===== src/hw/rtl/ntmh_pkg.sv =====
`default_nettype none
package ntmh_pkg;

  localparam int TableDepthDef  = 1024;
  localparam int CordicStepsDef = 16;
  localparam int MaxSteps       = 24;
  localparam int StampW         = 40;
  localparam int RawW           = 16;
  localparam int CalW           = 26;
  localparam int HeadW          = 15;
  localparam int CfgW           = 24;
  localparam int CfgIdxW        = 3;
  localparam int AngW           = 26;

  typedef enum logic [2:0] {
    REG_OFFSET_X = 3'd0,
    REG_OFFSET_Y = 3'd1,
    REG_OFFSET_Z = 3'd2,
    REG_COEF_XX  = 3'd3,
    REG_COEF_XY  = 3'd4,
    REG_COEF_YY  = 3'd5,
    REG_COEF_ZZ  = 3'd6
  } reg_idx_t;

  typedef enum logic [3:0] {
    ST_IDLE,
    ST_SCAN,
    ST_FETCH,
    ST_DIFF,
    ST_MUL1,
    ST_MUL2,
    ST_SUM,
    ST_CORDIC,
    ST_HEAD,
    ST_OUT
  } state_t;

  localparam logic CMD_APPEND = 1'b0;
  localparam logic CMD_QUERY  = 1'b1;

  // arctangent of 2^-i in 1/65536 degree
  function automatic logic [AngW-1:0] atan_q16(input logic [4:0] i);
    logic [AngW-1:0] r;
    begin
      case (i)
        5'd0:  r = 26'd2949120;
        5'd1:  r = 26'd1740967;
        5'd2:  r = 26'd919879;
        5'd3:  r = 26'd466945;
        5'd4:  r = 26'd234379;
        5'd5:  r = 26'd117304;
        5'd6:  r = 26'd58666;
        5'd7:  r = 26'd29335;
        5'd8:  r = 26'd14668;
        5'd9:  r = 26'd7334;
        5'd10: r = 26'd3667;
        5'd11: r = 26'd1833;
        5'd12: r = 26'd917;
        5'd13: r = 26'd458;
        5'd14: r = 26'd229;
        5'd15: r = 26'd115;
        5'd16: r = 26'd57;
        5'd17: r = 26'd29;
        5'd18: r = 26'd14;
        5'd19: r = 26'd7;
        5'd20: r = 26'd4;
        5'd21: r = 26'd2;
        5'd22: r = 26'd1;
        default: r = '0;
      endcase
      return r;
    end
  endfunction

endpackage
`default_nettype wire


===== src/hw/rtl/ntmh_cordic.sv =====
`default_nettype none
module ntmh_cordic
  import ntmh_pkg::*;
#(
  parameter int CORDIC_STEPS = CordicStepsDef
) (
  input  wire logic                   clk,
  input  wire logic                   rst,
  input  wire logic                   start,
  input  wire logic signed [CalW-1:0] in_x,
  input  wire logic signed [CalW-1:0] in_y,
  output logic                        done,
  output logic [HeadW-1:0]            heading
);

  localparam int Steps = (CORDIC_STEPS > MaxSteps) ? MaxSteps : CORDIC_STEPS;
  // x grows by under 1.65 and keeps the negated minimum; 29 bits suffice
  localparam int XW = CalW + 3;

  logic signed [XW-1:0] x, y;
  logic signed [AngW+1:0] ang;
  logic [4:0] step;
  logic busy;
  logic zero;

  logic signed [XW-1:0] xs, ys;
  logic signed [AngW+1:0] ang_w, ang_r;
  logic [AngW+1:0] full;

  assign xs = x >>> step;
  assign ys = y >>> step;
  assign full = (AngW+2)'(360 * 65536);

  // iterate one micro-rotation a cycle
  always_ff @(posedge clk) begin
    if (rst) begin
      busy <= 1'b0;
      done <= 1'b0;
    end else begin
      if (start) begin
        done <= 1'b0;
        busy <= 1'b1;
        step <= '0;
        zero <= (in_x == 0) && (in_y == 0);
        if (in_x < 0) begin
          x   <= -XW'(in_x);
          y   <= -XW'(in_y);
          ang <= (AngW+2)'(180 * 65536);
        end else begin
          x   <= XW'(in_x);
          y   <= XW'(in_y);
          ang <= '0;
        end
      end else if (busy) begin
        if (step == 5'(Steps)) begin
          busy <= 1'b0;
          done <= 1'b1;
        end else begin
          done <= 1'b0;
          step <= step + 5'd1;
          if (y >= 0) begin
            x   <= x + ys;
            y   <= y - xs;
            ang <= ang + $signed({2'b00, atan_q16(step)});
          end else begin
            x   <= x - ys;
            y   <= y + xs;
            ang <= ang - $signed({2'b00, atan_q16(step)});
          end
        end
      end else begin
        done <= 1'b0;
      end
    end
  end

  // wrap into one turn and round to 1/64 degree
  logic [AngW+1:0] h_full;
  always_comb begin
    ang_w = ang;
    if (ang_w < 0) ang_w = ang_w + $signed(full);
    else if (ang_w >= $signed(full)) ang_w = ang_w - $signed(full);
    ang_r  = ang_w + 28'sd512;
    h_full = 28'(ang_r >>> 10);
  end

  assign heading = (zero || h_full >= 28'd23040) ? '0 : h_full[HeadW-1:0];

endmodule
`default_nettype wire


===== config.mk =====
export PLATFORM = sky130hd
export DESIGN_NAME = ntmh_cordic
export DESIGN_NICKNAME = d
export VERILOG_FILES = /design/src/hw/rtl/ntmh_pkg.sv /design/src/hw/rtl/ntmh_cordic.sv
export SDC_FILE = /design/constraint.sdc
export NUM_CORES = 1
export LEC_CHECK = 0
export ABC_AREA = 0
export BUFFER_PORTS_ARGS = -buffer_cell sky130_fd_sc_hd__buf_4
export CAP_MARGIN = 20
export CORE_AREA = 8 8 178 180
export CTS_CLUSTER_DIAMETER = 120
export DETAILED_ROUTE_END_ITERATION = 12
export DIE_AREA = 0 0 186 188
export PLACE_DENSITY = 0.78
export SLEW_MARGIN = 20
export SYNTH_ARGS = -nofsm -noshare
export SYNTH_HDL_FRONTEND = slang
export SYNTH_SLANG_ARGS = --single-unit

===== constraint.sdc =====
create_clock -name clk -period 7.99 [get_ports clk]
set_clock_uncertainty 0.2 [all_clocks]
set_input_delay 0.3995 -clock clk [delete_from_list [all_inputs] [get_ports clk]]
set_output_delay 0.3995 -clock clk [all_outputs]
set_load 0.005 [all_outputs]

==> flow_summary_export.csv, run 1 <==
group,metric,value,unit
floorplan,fp.dieH,188,microns
power,sw_frac_of_total,48.5,%
drt,remaining_drc_errors,0,
power,intPower,3.42,mW
logic_synthesis,syn_area,16400,sq um
place,dp_cells,2277,
clock_network,cts.sinks,116,
floorplan,start_util,56.5,%
power,power_density,376,nW/um^2
outcome,status,"completed",
logic_synthesis,synthTopCellsByCount,"nor2_1 (182), nand2_1 (166), o21ai_0 (129)",
global_routing,grt_pass1_wl,76.7,mm
power,p_switching,3.22,mW
logic_synthesis,yosysSeqAreaShare,19.8,%
cells_and_area,stdcell_area,17700,sq um
critical_path,endpoint_kind,"flip-flop",
global_routing,grt_usage,27.0,%
global_routing,grt_overflow_total,0,
clock_network,insertion_delay,0.46,ns
critical_path,path_max_fanout,27,
sta,maxSlewViolCount,0,
cells_and_area,diodes,0,
sta,worst_slack,0.989,ns
power,clockPowerShare,11.9,%
power,peakVddDrop,0.230,mV
drt,drtPass1Iterations,6,
logic_synthesis,synth_seq_cells,116,
logic_synthesis,synth.avg_cell_area,8.63,sq um
critical_path,slowest_delay,0.78,ns
cells_and_area,syn_to_final_growth,7.81,%
cells_and_area,fillers,2612,
critical_path,setup.worst_path.start_class,"flip-flop",
critical_path,path_common_cell,"a21o_1",
sta,tns,0,ns
sta,min_period_over_period,87.6,%
sta,period_needed,7.00,ns
global_routing,antenna_found_initial,0,
sta,tightest_slew,1.01,ns
floorplan,std_cell_rows,63,
clock_network,clk_pin_slew,0.06,ns
cells_and_area,utilization,60.9,%
critical_path,cp_slowest_cell,"mux4_2",
clock_network,h-tree-depth,4,
logic_synthesis,synthTopCellsByArea,"edfxtp_1 (17%), mux4_2 (7.8%), ha_1 (7.6%)",
place,dp_slack,1.05,ns
cells_and_area,register_area,3240,sq um
cells_and_area,final_cells,2310,
floorplan,io_pins,71,
logic_synthesis,ys.flop_type,"edfxtp_1",
critical_path,cp_cell_sequence,"buf_4 -> clkinv_1 -> mux4_2 -> mux4_2 -> nor3_4 -> nand4_2 -> or3b_1 -> o21ai_0 -> nor3_1 -> a21o_1 -> ha_1 -> a21o_1 -> a21o_1 -> a21o_1 -> a31oi_1 -> nor3_1 -> a31o_2 -> a21o_1 -> a2111oi_0 -> a221oi_1",
sta,setup_viol,0,
logic_synthesis,syn_inst,1898,
sta,hold_viol,0,
drt,drtIter0Drc,1238,
logic_synthesis,synth_nets,2055,
logic_synthesis,ys_warn_count,0,
place,dp_hpwl,35.8,mm
clock_network,ctsRootBufferMaster,"clkbuf_16",
drt,wl,47.2,mm
power,leakage,6.95,nW
drt,via_count,15247,
place,place_congestion,0.965,
clock_network,clockBufferDepth,2,
critical_path,critical_path_arrival,6.97,ns
cells_and_area,drive_gt1_share,14.0,%
sta,rsz0062_at_grt,"false",
logic_synthesis,synthArstFlopShare,0,%
critical_path,crit_required,7.96,ns
clock_network,cts_tree,"built",
floorplan,coreArea,29000,sq um
drt,postRouteAntennaNets,0,
sta,holdWs,0.0289,ns
cells_and_area,multi_input_area,12400,sq um
logic_synthesis,yosysTopAreaCellShare,16.9,%
sta,max_clock_freq,0.143,GHz
power,pwr-share-comb,69.1,%
min_path,hp-class,"in2reg",
place,port-buffer-count,70,
cells_and_area,nNetsFinal,2064,
logic_synthesis,synth_area_leader_cell,"edfxtp_1",
sta,relSlewSlack,32.6,%
global_routing,grt_pass1_vias,14806,
floorplan,die_w,186,microns
clock_network,ctsHoldBuffers,0,
logic_synthesis,synth_edf_count,92,
logic_synthesis,yosysMostFrequentCell,"nor2_1",
power,p_total,6.63,mW
place,postPlaceCellArea,17000,sq um
floorplan,dieArea,35000,sq um
clock_network,cts_buffers,17,
clock_network,cts-resized-gates,0,
logic_synthesis,synth_cell_types,95,
clock_network,post_cts_buffers,0,
job,max_cap_violations,0,
power,seqPwrFrac,19.0,%
drt,wl_per_cell,20.4,microns
critical_path,path_class,"reg2reg",
global_routing,grt_max_degree,65,
drt,via_per_inst,6.60,
[kinds of logic after synthesis]
kind of cell    count (synthesis)  share of synthesized area, %
simple gates                  591                          17.6
fa+ha+maj                     102                          7.93
flops                         116                          19.8
xor+xnor                      192                          10.4
buf+inv                       161                          4.62
mux                           169                          16.3
compound gates                567                          23.4
[routing by layer]
layer / vias to the layer above / global-route usage, % / share of wire [%]
li1: 7251 / - / -
met5: - / 0 / 0
met1: 7294 / 34.4 / 42
met3: 94 / 4.32 / 6.3
met4: 0 / 11.4 / 3.8
met2: 608 / 44.6 / 48
[final cells by class]
class | instances | share of cell area [%]
Multi-Input combinational cell | 1621 | 70.1
Sequential cell | 116 | 18.4
Timing Repair Buffer | 96 | 4.20
Clock buffer | 20 | 2.77
Tap cell | 390 | 2.76
Inverter | 55 | 1.17
Clock inverter | 12 | 0.595
[power groups by stage]
stage,Sequential [mW],Combinational (mW),Clock (mW)
global placement,1.25,4.38,0
global route,1.28,5.07,0.820
finish,1.26,4.59,0.788
CTS,1.25,4.53,0.799
floorplan,1.10,3.61,0
detailed placement,1.26,4.47,0
[path summary, 6_finish.rpt]
path                    startpoint               to  slack, ns  depth (start not counted)
max          step[0]$_SDFFCE_PP0P_  x[24]$_DFFE_PP_       0.99                         20
min                            rst  done$_SDFF_PP0_       0.03                          3
max reg2reg  step[0]$_SDFFCE_PP0P_  x[24]$_DFFE_PP_       0.99                         20
min reg2reg        busy$_SDFF_PP0_  done$_SDFF_PP0_       0.27                          2
[placed cells by master (no fill, tap or decap), types with 57 or more instances in the layout]
cell      count
nor2_1      182
nand2_1     166
o21ai_0     129
xnor2_1     125
a21oi_1     119
ha_1         99
buf_4        94
edfxtp_1     92
xor2_1       66
mux2i_1      58
mux4_2       57
[worst max-delay path, delay by kind of cell (launching register included)]
family | cells | cell delay, ns
AOI/OAI and AO/OA | 10 | 2.17
adders and majority gates | 1 | 0.35
buffers and inverters | 2 | 1.08
DFF | 1 | 0.32
muxes | 2 | 1.33
and+or+nand+nor | 5 | 1.23
No activity file was read; power rests on OpenSTA's default activity.
==> inputs of run 2 (changes only) <==
--- a/config.mk
+++ b/config.mk
@@ -8,11 +8,11 @@
 export ABC_AREA = 0
 export BUFFER_PORTS_ARGS = -buffer_cell sky130_fd_sc_hd__buf_4
 export CAP_MARGIN = 20
-export CORE_AREA = 8 8 178 180
+export CORE_AREA = 8 8 190 192
 export CTS_CLUSTER_DIAMETER = 120
 export DETAILED_ROUTE_END_ITERATION = 12
-export DIE_AREA = 0 0 186 188
-export PLACE_DENSITY = 0.78
+export DIE_AREA = 0 0 198 200
+export PLACE_DENSITY = 0.7
 export SLEW_MARGIN = 20
 export SYNTH_ARGS = -nofsm -noshare
 export SYNTH_HDL_FRONTEND = slang
==> run 2 against run 1 <==
Effect of this change: utilization shrank 7.3 points; hold slack better by 0.043 ns; die area grew 13%; critical path type unchanged; largest cell class unchanged; largest power group unchanged.
==> flow_summary_export.csv, run 2 (synthesis results as in run 1) <==
group,metric,value,unit
outcome,status,"completed",
clock_network,cts_tree,"built",
clock_network,cts_buffers,17,
cells_and_area,drive_gt1_share,13.9,%
drt,wl_per_cell,20.1,microns
cells_and_area,nNetsFinal,2063,
clock_network,cts.sinks,116,
job,max_cap_violations,0,
cells_and_area,final_common_cell,"nor2_1",
global_routing,grt_usage,24.1,%
floorplan,fp.dieH,200,microns
sta,setup_viol,0,
floorplan,std_cell_rows,67,
drt,remaining_drc_errors,0,
clock_network,h-tree-depth,4,
place,dp_slack,1.08,ns
floorplan,coreArea,33100,sq um
critical_path,path_class,"reg2reg",
sta,maxSlewViolCount,0,
critical_path,endpoint_kind,"flip-flop",
power,power_density,372,nW/um^2
sta,tightest_slew,0.959,ns
min_path,hp-class,"in2reg",
critical_path,setup.worst_path.start_class,"flip-flop",
place,dp_hpwl,35.9,mm
drt,via_per_inst,6.42,
sta,relSlewSlack,35.8,%
global_routing,antenna_found_initial,0,
global_routing,grt_pass1_wl,77.1,mm
sta,tns,0,ns
power,leakage,6.95,nW
cells_and_area,syn_to_final_growth,8.33,%
critical_path,path_max_fanout,18,
drt,drtIter0Drc,1058,
critical_path,crit_required,7.95,ns
global_routing,grt_max_degree,71,
clock_network,clk_pin_slew,0.06,ns
drt,via_count,15188,
global_routing,grt_pass1_vias,14634,
clock_network,insertion_delay,0.44,ns
place,postPlaceCellArea,17200,sq um
clock_network,post_cts_buffers,0,
drt,drtPass1Iterations,5,
clock_network,cts-resized-gates,0,
floorplan,start_util,49.5,%
floorplan,die_w,198,microns
drt,postRouteAntennaNets,0,
place,port-buffer-count,70,
critical_path,critical_path_arrival,6.93,ns
drt,wl,47.7,mm
sta,min_period_over_period,87.2,%
sta,worst_slack,1.02,ns
cells_and_area,stdcell_area,17700,sq um
cells_and_area,diodes,0,
floorplan,dieArea,39600,sq um
sta,rsz0062_at_grt,"false",
power,peakVddDrop,0.190,mV
clock_network,clockBufferDepth,2,
clock_network,ctsRootBufferMaster,"clkbuf_16",
global_routing,grt_overflow_total,0,
sta,hold_viol,0,
place,place_congestion,0.970,
sta,max_clock_freq,0.144,GHz
cells_and_area,mostFrequentLayoutCells,"nor2_1 (182), nand2_1 (166), o21ai_0 (129), xnor2_1 (125), a21oi_1 (119)",
floorplan,io_pins,71,
clock_network,ctsHoldBuffers,0,
sta,period_needed,6.97,ns
-- run 2: area by class of cell --
cell class / count / area (sq um)
inverters: 55 / 206
flip-flops and latches: 116 / 3240
multi-input cells: 1621 / 12400
fillers: 3060 / 15400
repair buffers: 95 / 763
well taps: 448 / 561
clock buffers: 21 / 504
clock inverters: 11 / 81.3
-- run 2: worst max-delay path: stages (launching register included) --
cell	delay (ns)
edfxtp_1	0.69
clkinv_1	0.76
mux4_2	0.76
mux4_2	0.56
nor3_4	0.27
nand4_2	0.18
or3b_1	0.59
o21ai_0	0.30
nor3_1	0.07
a21o_1	0.18
ha_1	0.34
a21o_1	0.18
a21o_1	0.17
a21o_1	0.19
a31oi_1	0.18
nor3_1	0.11
a31o_2	0.25
a21o_1	0.19
a2111oi_0	0.39
a221oi_1	0.08
-- run 2: metal layers --
metal  track usage (%)  vias to the layer above  share of wire (%)
met3              4.43                      119                6.1
met4              10.3                        0                3.9
met1              29.5                     7230                 43
met5                 0                        -                  0
met2              41.1                      576                 47
li1                  -                     7263                  -
-- run 2: worst paths after layout --
path                                       startpoint               to  slack [ns]  cells after the start
worst max-delay path            step[0]$_SDFFCE_PP0P_  x[24]$_DFFE_PP_        1.02                     19
worst min-delay path                              rst  done$_SDFF_PP0_        0.07                      3
worst max register to register  step[0]$_SDFFCE_PP0P_  x[24]$_DFFE_PP_        1.02                     19
worst min register to register        busy$_SDFF_PP0_  done$_SDFF_PP0_        0.27                      2
-- run 2: metrics by stage --
stage               power (mW)  utilization, %  hold slack (ns)  cells
global route              7.15            53.6           0.0652   2367
floorplan                 4.72               -            0.238   1898
detailed placement        5.72            51.8            0.261   2335
global placement          5.64            51.8            0.256   2335
CTS                       6.55            53.6           0.0498   2367
finish                    6.60            53.6           0.0716   2367
-- run 2: power breakdown --
part | internal (mW) | total, mW | switching, mW
combinational | 2.02 | 4.55 | 2.53
sequential | 0.946 | 1.26 | 0.318
clock | 0.456 | 0.783 | 0.327
total | 3.42 | 6.60 | 3.17
